[config.mk]
export PLATFORM = sky130hd
export DESIGN_NAME = windowed_rms_envelope_ema
export DESIGN_NICKNAME = d
export VERILOG_FILES = /design/src/hdl/wrme_pkg.sv /design/src/hdl/windowed_rms_envelope_ema.sv /design/src/hdl/wrme_mean_root.sv
export SDC_FILE = /design/constraint.sdc
export NUM_CORES = 1
export LEC_CHECK = 0
export BUFFER_PORTS_ARGS = -buffer_cell sky130_fd_sc_hd__buf_2
export CORE_ASPECT_RATIO = 0.75
export CORE_MARGIN = 5
export CORE_UTILIZATION = 40
export CTS_CLUSTER_DIAMETER = 120
export CTS_CLUSTER_SIZE = 24
export DETAILED_ROUTE_END_ITERATION = 8
export SLEW_MARGIN = 20
export SYNTH_ARGS = -nofsm -noshare
export SYNTH_HDL_FRONTEND = slang
export SYNTH_SLANG_ARGS = --single-unit
[constraint.sdc]
create_clock -name clock -period 11.4 [get_ports clock]
set_input_delay 2.28 -clock clock [delete_from_list [all_inputs] [get_ports clock]]
set_output_delay 2.28 -clock clock [all_outputs]
set_load 0.02 [all_outputs]
[src/hdl/wrme_pkg.sv]
// ----------------------------------------------------------------------------
// wrme_pkg
// Shared widths, register indexes and state types of the RMS envelope block.
// ----------------------------------------------------------------------------
package wrme_pkg;

   localparam int SAMPLE_WIDTH = 16;
   localparam int LEVEL_WIDTH  = 16;
   localparam int LENGTH_WIDTH = 13;
   localparam int ALPHA_WIDTH  = 17;
   localparam int SUM_WIDTH    = 43;
   localparam int AVG_WIDTH    = 32;

   // |sample|^2 is at most 2^30
   localparam int SQUARE_WIDTH = 31;
   // mean square is at most 2^30
   localparam int QUOT_WIDTH   = 31;
   localparam int RADIX_WIDTH  = QUOT_WIDTH + 1;
   localparam int SQREM_WIDTH  = LEVEL_WIDTH + 2;
   localparam int STEP_WIDTH   = 5;

   localparam int DIV_STEPS    = QUOT_WIDTH;
   localparam int ROOT_STEPS   = RADIX_WIDTH / 2;
   localparam int MUL_STEPS    = ALPHA_WIDTH;

   localparam int MAX_WINDOW   = 4096;
   localparam int ALPHA_ONE    = 65536;

   localparam int CSR_DATA_WIDTH = 17;

   typedef enum logic [0:0] {
      CSR_WINDOW_LENGTH = 1'b0,
      CSR_EMA_ALPHA     = 1'b1
   } csr_index_type;

   typedef enum logic [2:0] {
      ST_IDLE,
      ST_ACCUM,
      ST_WAIT_ROOT,
      ST_PREP,
      ST_SCALE,
      ST_FINISH
   } state_type;

   typedef enum logic [1:0] {
      RT_IDLE,
      RT_DIVIDE,
      RT_ROOT
   } root_state_type;

endpackage

[src/hdl/windowed_rms_envelope_ema.sv]
// ----------------------------------------------------------------------------
// windowed_rms_envelope_ema
// Block RMS level of signed audio words with one-pole exponential smoothing.
//
// Each sample word is squared and summed into the open window. For a closing
// sample (window full, or last set) the mean comes from a bit-serial divide,
// the root from a two-bit-per-cycle square root and the smoothing step from
// a serial alpha multiply. The result word sits in an output register, so a
// new sample is taken while it waits. Window length 0 acts as 1 and lengths
// above 4096 act as 4096; alpha above 65536 acts as 65536 (no smoothing).
// The config port is always ready; the user must see that it is written
// only while the block is idle, which the block itself does not enforce.
// A last sample clears the sum, count and average.
// ----------------------------------------------------------------------------
module windowed_rms_envelope_ema
   import wrme_pkg::*;
(
   input  logic                          clock,
   input  logic                          reset,

   input  logic                          req_valid,
   output logic                          req_stall,
   input  logic signed [SAMPLE_WIDTH-1:0] req_sample,
   input  logic                          req_last,

   output logic                          rsp_valid,
   input  logic                          rsp_stall,
   output logic [LEVEL_WIDTH-1:0]        rsp_raw_level,
   output logic [LEVEL_WIDTH-1:0]        rsp_smoothed_level,

   input  logic                          csr_valid,
   output logic                          csr_ready,
   input  csr_index_type                 csr_index,
   input  logic [CSR_DATA_WIDTH-1:0]     csr_data
);

   state_type                  state_ff, state_in;
   logic [LENGTH_WIDTH-1:0]    len_ff, len_in;
   logic [ALPHA_WIDTH-1:0]     alpha_ff, alpha_in;
   logic [SQUARE_WIDTH-1:0]    prod_ff, prod_in;
   logic                       last_ff, last_in;
   logic [SUM_WIDTH-1:0]       sum_ff, sum_in;
   logic [LENGTH_WIDTH-1:0]    fill_ff, fill_in;
   logic [AVG_WIDTH-1:0]       avg_ff, avg_in;
   logic [AVG_WIDTH-1:0]       dist_ff, dist_in;
   logic                       toward_ff, toward_in;
   logic [AVG_WIDTH-1:0]       hi_ff, hi_in;
   logic [ALPHA_WIDTH-1:0]     mult_ff, mult_in;
   logic [STEP_WIDTH-1:0]      step_ff, step_in;
   logic                       rsp_valid_ff, rsp_valid_in;
   logic [LEVEL_WIDTH-1:0]     rsp_raw_ff, rsp_raw_in;
   logic [LEVEL_WIDTH-1:0]     rsp_smooth_ff, rsp_smooth_in;

   logic                       req_take;
   logic [SAMPLE_WIDTH-1:0]    mag;
   logic [2*SAMPLE_WIDTH-1:0]  square_full;
   logic [SUM_WIDTH-1:0]       sum_new;
   logic [LENGTH_WIDTH-1:0]    fill_inc;
   logic [LENGTH_WIDTH-1:0]    fill_new;
   logic [LENGTH_WIDTH-1:0]    len_eff;
   logic                       close;
   logic [ALPHA_WIDTH-1:0]     alpha_sat;
   logic [AVG_WIDTH-1:0]       target;
   logic [AVG_WIDTH-1:0]       addend;
   logic [AVG_WIDTH:0]         mul_sum;
   logic [AVG_WIDTH-1:0]       y_new;
   logic                       out_free;
   logic                       root_start;
   logic                       root_done;
   logic [LEVEL_WIDTH-1:0]     root;

   wrme_mean_root u_mean_root (
      .clock (clock),
      .reset (reset),
      .start (root_start),
      .sum   (sum_new),
      .count (fill_new),
      .done  (root_done),
      .root  (root)
   );

   always_ff @(posedge clock) begin
      if (reset) begin
         state_ff     <= ST_IDLE;
         len_ff       <= LENGTH_WIDTH'(800);
         alpha_ff     <= ALPHA_WIDTH'(ALPHA_ONE);
         sum_ff       <= '0;
         fill_ff      <= '0;
         avg_ff       <= '0;
         rsp_valid_ff <= 1'b0;
      end else begin
         state_ff     <= state_in;
         len_ff       <= len_in;
         alpha_ff     <= alpha_in;
         sum_ff       <= sum_in;
         fill_ff      <= fill_in;
         avg_ff       <= avg_in;
         rsp_valid_ff <= rsp_valid_in;
      end
      prod_ff       <= prod_in;
      last_ff       <= last_in;
      dist_ff       <= dist_in;
      toward_ff     <= toward_in;
      hi_ff         <= hi_in;
      mult_ff       <= mult_in;
      step_ff       <= step_in;
      rsp_raw_ff    <= rsp_raw_in;
      rsp_smooth_ff <= rsp_smooth_in;
   end

   always_comb begin
      req_take    = req_valid && (state_ff == ST_IDLE);
      mag         = req_sample[SAMPLE_WIDTH-1] ? (~req_sample + 1'b1) : req_sample;
      square_full = (2*SAMPLE_WIDTH)'(mag) * (2*SAMPLE_WIDTH)'(mag);

      sum_new  = sum_ff + SUM_WIDTH'(prod_ff);
      fill_inc = fill_ff + 1'b1;
      fill_new = (fill_inc == '0) ? LENGTH_WIDTH'(1) : fill_inc;

      if (len_ff == '0) begin
         len_eff = LENGTH_WIDTH'(1);
      end else if (len_ff > LENGTH_WIDTH'(MAX_WINDOW)) begin
         len_eff = LENGTH_WIDTH'(MAX_WINDOW);
      end else begin
         len_eff = len_ff;
      end
      close = last_ff || (fill_new >= len_eff);

      alpha_sat = (alpha_ff > ALPHA_WIDTH'(ALPHA_ONE)) ? ALPHA_WIDTH'(ALPHA_ONE) : alpha_ff;
      target    = {root, {(AVG_WIDTH-LEVEL_WIDTH){1'b0}}};
      addend    = mult_ff[0] ? dist_ff : '0;
      mul_sum   = {1'b0, hi_ff} + {1'b0, addend};
      y_new     = toward_ff ? (avg_ff + hi_ff) : (avg_ff - hi_ff);
      out_free  = !rsp_valid_ff || !rsp_stall;
   end

   always_comb begin
      state_in      = state_ff;
      len_in        = len_ff;
      alpha_in      = alpha_ff;
      prod_in       = prod_ff;
      last_in       = last_ff;
      sum_in        = sum_ff;
      fill_in       = fill_ff;
      avg_in        = avg_ff;
      dist_in       = dist_ff;
      toward_in     = toward_ff;
      hi_in         = hi_ff;
      mult_in       = mult_ff;
      step_in       = step_ff;
      rsp_valid_in  = rsp_valid_ff && rsp_stall;
      rsp_raw_in    = rsp_raw_ff;
      rsp_smooth_in = rsp_smooth_ff;
      root_start    = 1'b0;

      if (csr_valid) begin
         unique case (csr_index)
            CSR_WINDOW_LENGTH: len_in   = csr_data[LENGTH_WIDTH-1:0];
            CSR_EMA_ALPHA:     alpha_in = csr_data[ALPHA_WIDTH-1:0];
            default:           len_in   = len_ff;
         endcase
      end

      unique case (state_ff)
         ST_IDLE: begin
            if (req_take) begin
               prod_in  = square_full[SQUARE_WIDTH-1:0];
               last_in  = req_last;
               state_in = ST_ACCUM;
            end
         end
         ST_ACCUM: begin
            if (close) begin
               root_start = 1'b1;
               sum_in     = '0;
               fill_in    = '0;
               state_in   = ST_WAIT_ROOT;
            end else begin
               sum_in   = sum_new;
               fill_in  = fill_new;
               state_in = ST_IDLE;
            end
         end
         ST_WAIT_ROOT: begin
            if (root_done) begin
               state_in = ST_PREP;
            end
         end
         ST_PREP: begin
            toward_in = target >= avg_ff;
            dist_in   = (target >= avg_ff) ? (target - avg_ff) : (avg_ff - target);
            hi_in     = '0;
            mult_in   = alpha_sat;
            step_in   = STEP_WIDTH'(MUL_STEPS - 1);
            state_in  = ST_SCALE;
         end
         ST_SCALE: begin
            // LSB-first shift-add; the top alpha bit is added unshifted
            mult_in = mult_ff >> 1;
            step_in = step_ff - 1'b1;
            if (step_ff == '0) begin
               hi_in    = mul_sum[AVG_WIDTH-1:0];
               state_in = ST_FINISH;
            end else begin
               hi_in = mul_sum[AVG_WIDTH:1];
            end
         end
         ST_FINISH: begin
            if (out_free) begin
               rsp_valid_in  = 1'b1;
               rsp_raw_in    = root;
               rsp_smooth_in = y_new[AVG_WIDTH-1 -: LEVEL_WIDTH];
               avg_in        = last_ff ? '0 : y_new;
               state_in      = ST_IDLE;
            end
         end
         default: begin
            state_in = ST_IDLE;
         end
      endcase
   end

   assign req_stall          = (state_ff != ST_IDLE);
   assign rsp_valid          = rsp_valid_ff;
   assign rsp_raw_level      = rsp_raw_ff;
   assign rsp_smoothed_level = rsp_smooth_ff;
   assign csr_ready          = 1'b1;

endmodule

[src/hdl/wrme_mean_root.sv]
// ----------------------------------------------------------------------------
// wrme_mean_root
// Serial mean and square root: restoring divide one quotient bit per cycle,
// then digit-by-digit root two radicand bits per cycle.
// ----------------------------------------------------------------------------
module wrme_mean_root
   import wrme_pkg::*;
(
   input  logic                    clock,
   input  logic                    reset,
   input  logic                    start,
   input  logic [SUM_WIDTH-1:0]    sum,
   input  logic [LENGTH_WIDTH-1:0] count,
   output logic                    done,
   output logic [LEVEL_WIDTH-1:0]  root
);

   root_state_type            state_ff, state_in;
   logic [STEP_WIDTH-1:0]     step_ff, step_in;
   logic [LENGTH_WIDTH-1:0]   divisor_ff, divisor_in;
   logic [LENGTH_WIDTH-1:0]   rem_ff, rem_in;
   logic [RADIX_WIDTH-1:0]    shift_ff, shift_in;
   logic [SQREM_WIDTH-1:0]    sq_rem_ff, sq_rem_in;
   logic [LEVEL_WIDTH-1:0]    root_ff, root_in;
   logic                      done_ff, done_in;

   logic [LENGTH_WIDTH:0]     div_trial;
   logic [LENGTH_WIDTH:0]     div_diff;
   logic                      div_ge;
   logic [SQREM_WIDTH+1:0]    sq_acc;
   logic [SQREM_WIDTH+1:0]    sq_trial;
   logic [SQREM_WIDTH+1:0]    sq_diff;
   logic                      sq_ge;

   always_ff @(posedge clock) begin
      if (reset) begin
         state_ff <= RT_IDLE;
         done_ff  <= 1'b0;
      end else begin
         state_ff <= state_in;
         done_ff  <= done_in;
      end
      step_ff    <= step_in;
      divisor_ff <= divisor_in;
      rem_ff     <= rem_in;
      shift_ff   <= shift_in;
      sq_rem_ff  <= sq_rem_in;
      root_ff    <= root_in;
   end

   always_comb begin
      div_trial = {rem_ff, shift_ff[RADIX_WIDTH-1]};
      div_diff  = div_trial - {1'b0, divisor_ff};
      div_ge    = div_trial >= {1'b0, divisor_ff};

      sq_acc    = {sq_rem_ff, shift_ff[RADIX_WIDTH-1 -: 2]};
      sq_trial  = {2'b00, root_ff, 2'b01};
      sq_diff   = sq_acc - sq_trial;
      sq_ge     = sq_acc >= sq_trial;
   end

   always_comb begin
      state_in   = state_ff;
      step_in    = step_ff;
      divisor_in = divisor_ff;
      rem_in     = rem_ff;
      shift_in   = shift_ff;
      sq_rem_in  = sq_rem_ff;
      root_in    = root_ff;
      done_in    = 1'b0;

      unique case (state_ff)
         RT_IDLE: begin
            if (start) begin
               // top bits of the sum are always below the count
               rem_in     = {1'b0, sum[SUM_WIDTH-1:QUOT_WIDTH]};
               shift_in   = {sum[QUOT_WIDTH-1:0], 1'b0};
               divisor_in = count;
               step_in    = STEP_WIDTH'(DIV_STEPS - 1);
               state_in   = RT_DIVIDE;
            end
         end
         RT_DIVIDE: begin
            rem_in   = div_ge ? div_diff[LENGTH_WIDTH-1:0] : div_trial[LENGTH_WIDTH-1:0];
            shift_in = {shift_ff[RADIX_WIDTH-2:0], div_ge};
            step_in  = step_ff - 1'b1;
            if (step_ff == '0) begin
               sq_rem_in = '0;
               root_in   = '0;
               step_in   = STEP_WIDTH'(ROOT_STEPS - 1);
               state_in  = RT_ROOT;
            end
         end
         RT_ROOT: begin
            sq_rem_in = sq_ge ? sq_diff[SQREM_WIDTH-1:0] : sq_acc[SQREM_WIDTH-1:0];
            root_in   = {root_ff[LEVEL_WIDTH-2:0], sq_ge};
            shift_in  = {shift_ff[RADIX_WIDTH-3:0], 2'b00};
            step_in   = step_ff - 1'b1;
            if (step_ff == '0) begin
               done_in  = 1'b1;
               state_in = RT_IDLE;
            end
         end
         default: begin
            state_in = RT_IDLE;
         end
      endcase
   end

   assign done = done_ff;
   assign root = root_ff;

endmodule
==> impl_metrics.env <==
export IMPL_worst_slew_pin_slew_ps=1106
export IMPL_grtUsageMet2_pct=26.29
export IMPL_grtUsageMet1_pct=28.50
export IMPL_postCtsSetupBuffers=0
export IMPL_crit_type="input pin to flop"
export IMPL_clockBufferDepth=3
export IMPL_tns_ps=0
export IMPL_finalNonFillerCells=4405
export IMPL_setup_viol=0
export IMPL_r2r_start="fill_ff[2]"
export IMPL_powerDensity_nw_per_um2=250.0
export IMPL_yosysSeqAreaShare_pct=32.54
export IMPL_num_fill_cells=7469
export IMPL_max_cap_violations=0
export IMPL_wl_per_cell_um=17.00
export IMPL_yosysTopAreaCell="edfxtp_1"
export IMPL_cts_resized=0
export IMPL_netlist_top_cells_count="350 x inv_1, 339 x nor2_1, 333 x nand2_1, 272 x ha_1, 261 x a21oi_1"
export IMPL_critPathSlowestCell="fa_1"
export IMPL_antenna_found_initial=5
export IMPL_finClkSkew_ps=28.20
export IMPL_synth_most_common_cell="inv_1"
export IMPL_timing_final_ws_setup_ps=1489
export IMPL_cts_tree="yes"
export IMPL_clock_sinks=372
export IMPL_path_buf_inv=11
export IMPL_synthSimpleGateAreaFrac_pct=15.75
export IMPL_crit_path_start_kind="input pin"
export IMPL_wl_um=74870
export IMPL_vias=23530
export IMPL_row_count=87
export IMPL_p_leak_nw=14.09
export IMPL_clock_latency_ps=570
export IMPL_hpwl_um=57850
export IMPL_path_delay_family="adder cells"
export IMPL_grt_pass1_vias=22520
export IMPL_synthAdderAreaFrac_pct=22.26
export IMPL_grt_pass1_wl_um=121900
export IMPL_syn_area_um2=30490
export IMPL_initial_core_util_pct=40.47
export IMPL_hold_slack_ps=463.9
export IMPL_ant_nets=0
export IMPL_fin_crit_sh_pct=86.94
export IMPL_grt_setup_unrepaired="false"
export IMPL_drive_gt1_share_pct=5.353
export IMPL_ys_types=86
export IMPL_ys_async_sr_fraction_pct=0
export IMPL_max_slew_margin_pct=25.89
export IMPL_cts_clk_slew_worst_paths_ps=90
export IMPL_required_ps=11710
export IMPL_crit_arrival_ps=10220
export IMPL_yosysWarnings=0
export IMPL_routabilityCongestion=0.8992
export IMPL_synthMuxAreaShare_pct=0.8865
export IMPL_path_common_cell="inv_1"
export IMPL_drc_errors=0
export IMPL_met3_usage_pct=2.657
export IMPL_worstHoldPathType="flop to flop"
export IMPL_overflow=0
export IMPL_hp_start="sum_ff[9]"
export IMPL_fin_nets=3848
export IMPL_synth_edff_count=247
export IMPL_grt_max_degree=78
export IMPL_ios=75
export IMPL_status="completed"
export IMPL_ctsHoldBuffers=0
export IMPL_synth_top_area_share_pct=24.33
export IMPL_clock_root_buffer="clkbuf_16"
export IMPL_synth_area_leaders="edfxtp_1 24%, ha_1 11%, fa_1 11%, dfxtp_1 8.2%, inv_1 4.3%"
export IMPL_synth_seq_cells=372
export IMPL_die_w_um=328.8
export IMPL_worstSetupEndpointType="flop"
export IMPL_drt_pre_antenna_iters=5
export IMPL_synth_top_family_by_area="adder cells"
export IMPL_fin_total_pwr_mw=8.162
export IMPL_place_ws_ps=980.7
export IMPL_synth_xor_area_share_pct=6.723
export IMPL_die_y_um=249.1
export IMPL_peakVddDrop_v=0.0004746
export IMPL_top_usage_layer="met1"
export IMPL_htree_levels=1
export IMPL_fmax_mhz=100.9
export IMPL_die_area_um2=81890
export IMPL_synth_ff_type="edfxtp_1"
export IMPL_drt_iter0_drc=1806
export IMPL_min_period_ps=9911
export IMPL_crit_path_max_fanout=15
export IMPL_syn_avg_cell_area_um2=9.100
export IMPL_syn_to_final_growth_pct=7.080
export IMPL_synth_compound_area_share_pct=15.80
export IMPL_grt_use_total_pct=17.93
export IMPL_vias_per_cell=5.341
export IMPL_numCtsBuffers=20
export IMPL_critPathLaunch="req_sample[0]"
export IMPL_portBuffers=73
export IMPL_hold_viol=0
export IMPL_dp_cells=4367
export IMPL_crit_path_max_incr_delay_ps=520
export IMPL_slew_violations=0
export IMPL_fp_coreArea_um2=75330
export IMPL_syn_inst=3350
-- cells in the final DEF, fill, tap and decap left out, types with 22 or more instances in the layout --
cell,Yosys,final
nor2b_1,41,40
a22oi_1,33,33
buf_2,3,72
buf_4,1,36
nor4_1,22,22
nor3_1,60,59
nand3_1,62,62
edfxtp_1,247,247
and2_1,60,60
nand2b_1,27,26
a211oi_1,27,27
dfxtp_1,125,125
a21oi_1,261,260
a21o_1,62,62
nand2_1,333,332
inv_1,350,350
a22o_1,28,28
nor2_1,339,335
o21ai_0,122,119
ha_1,272,270
xor2_1,114,114
a31oi_1,22,22
xnor2_1,120,120
fa_1,169,169
a221oi_1,32,32
o21a_1,24,24
-- state kept, by name, summed over array words and instances (netlist names), 2 cells and up --
signal / flops
state_ff: 3
hi_ff: 32
rsp_smoothed_level: 16
u_mean_root.root: 16
avg_ff: 32
sum_ff: 43
u_mean_root.divisor_ff: 13
fill_ff: 13
step_ff: 5
alpha_ff: 17
len_ff: 13
dist_ff: 32
mult_ff: 17
prod_ff: 30
u_mean_root.step_ff: 5
u_mean_root.rem_ff: 13
u_mean_root.state_ff: 2
u_mean_root.sq_rem_ff: 18
u_mean_root.shift_ff: 32
rsp_raw_level: 16
-- per-stage QoR --
| step | utilization, % | instance area [um2] |
|---|---|---|
| floorplan | - | 30520 |
| finish | 43.34 | 32640 |
| detailed placement | 42.49 | 32010 |
| global placement | 42.49 | 32000 |
| global route | 43.34 | 32640 |
| CTS | 43.31 | 32620 |
-- final timing paths --
path	end	slack, ps	cells past startpoint
setup / recovery	prod_ff[30]	1490	33
hold / removal	sum_ff[9]	460	2
setup reg to reg	sum_ff[35]	6000	19
hold reg to reg	sum_ff[9]	460	2
-- worst register-to-register path: cells and delay by family (launching register included) --
family	cells	cell delay, ps
AOI/OAI and AO/OA	6	1470
buffers and inverters	2	430
adders and majority gates	1	300
xor gates and xnor gates	1	240
DFF	1	450
and+or+nand+nor	9	2440
-- logic make-up after synthesis --
| logic type | Yosys count |
|---|---|
| AND/OR/NAND/NOR | 1049 |
| AO/OA/AOI/OAI | 747 |
| buffers and inverters | 480 |
| adder cells (fa/ha/maj) | 441 |
| flip-flops | 372 |
| XOR/XNOR | 234 |
| multiplexers | 25 |
| other | 2 |
-- routing by layer --
metal / share of wire (%) / wire length [um]
met4: 1.3 / 942
met2: 41 / 30760
met5: 0 / 0
met1: 52 / 38850
met3: 5.8 / 4313
-- power by group --
part	total (mW)	internal, mW	switching (mW)
combinational	5.41	2.28	3.13
sequential	1.91	1.85	0.0585
clock	0.843	0.358	0.485
-- layout make-up --
type | count | area (um2) | share of cell area [%]
multi-input combinational | 2508 | 18840 | 57.72
sequential | 372 | 9920 | 30.39
inverter | 356 | 1341 | 4.109
tap | 1023 | 1280 | 3.921
timing repair buffer | 109 | 645.6 | 1.978
clock buffer | 34 | 574.3 | 1.759
clock inverter | 2 | 40.04 | 0.1227
antenna | 1 | 2.502 | 0.007666
No activity file was read; power rests on OpenSTA's default activity.
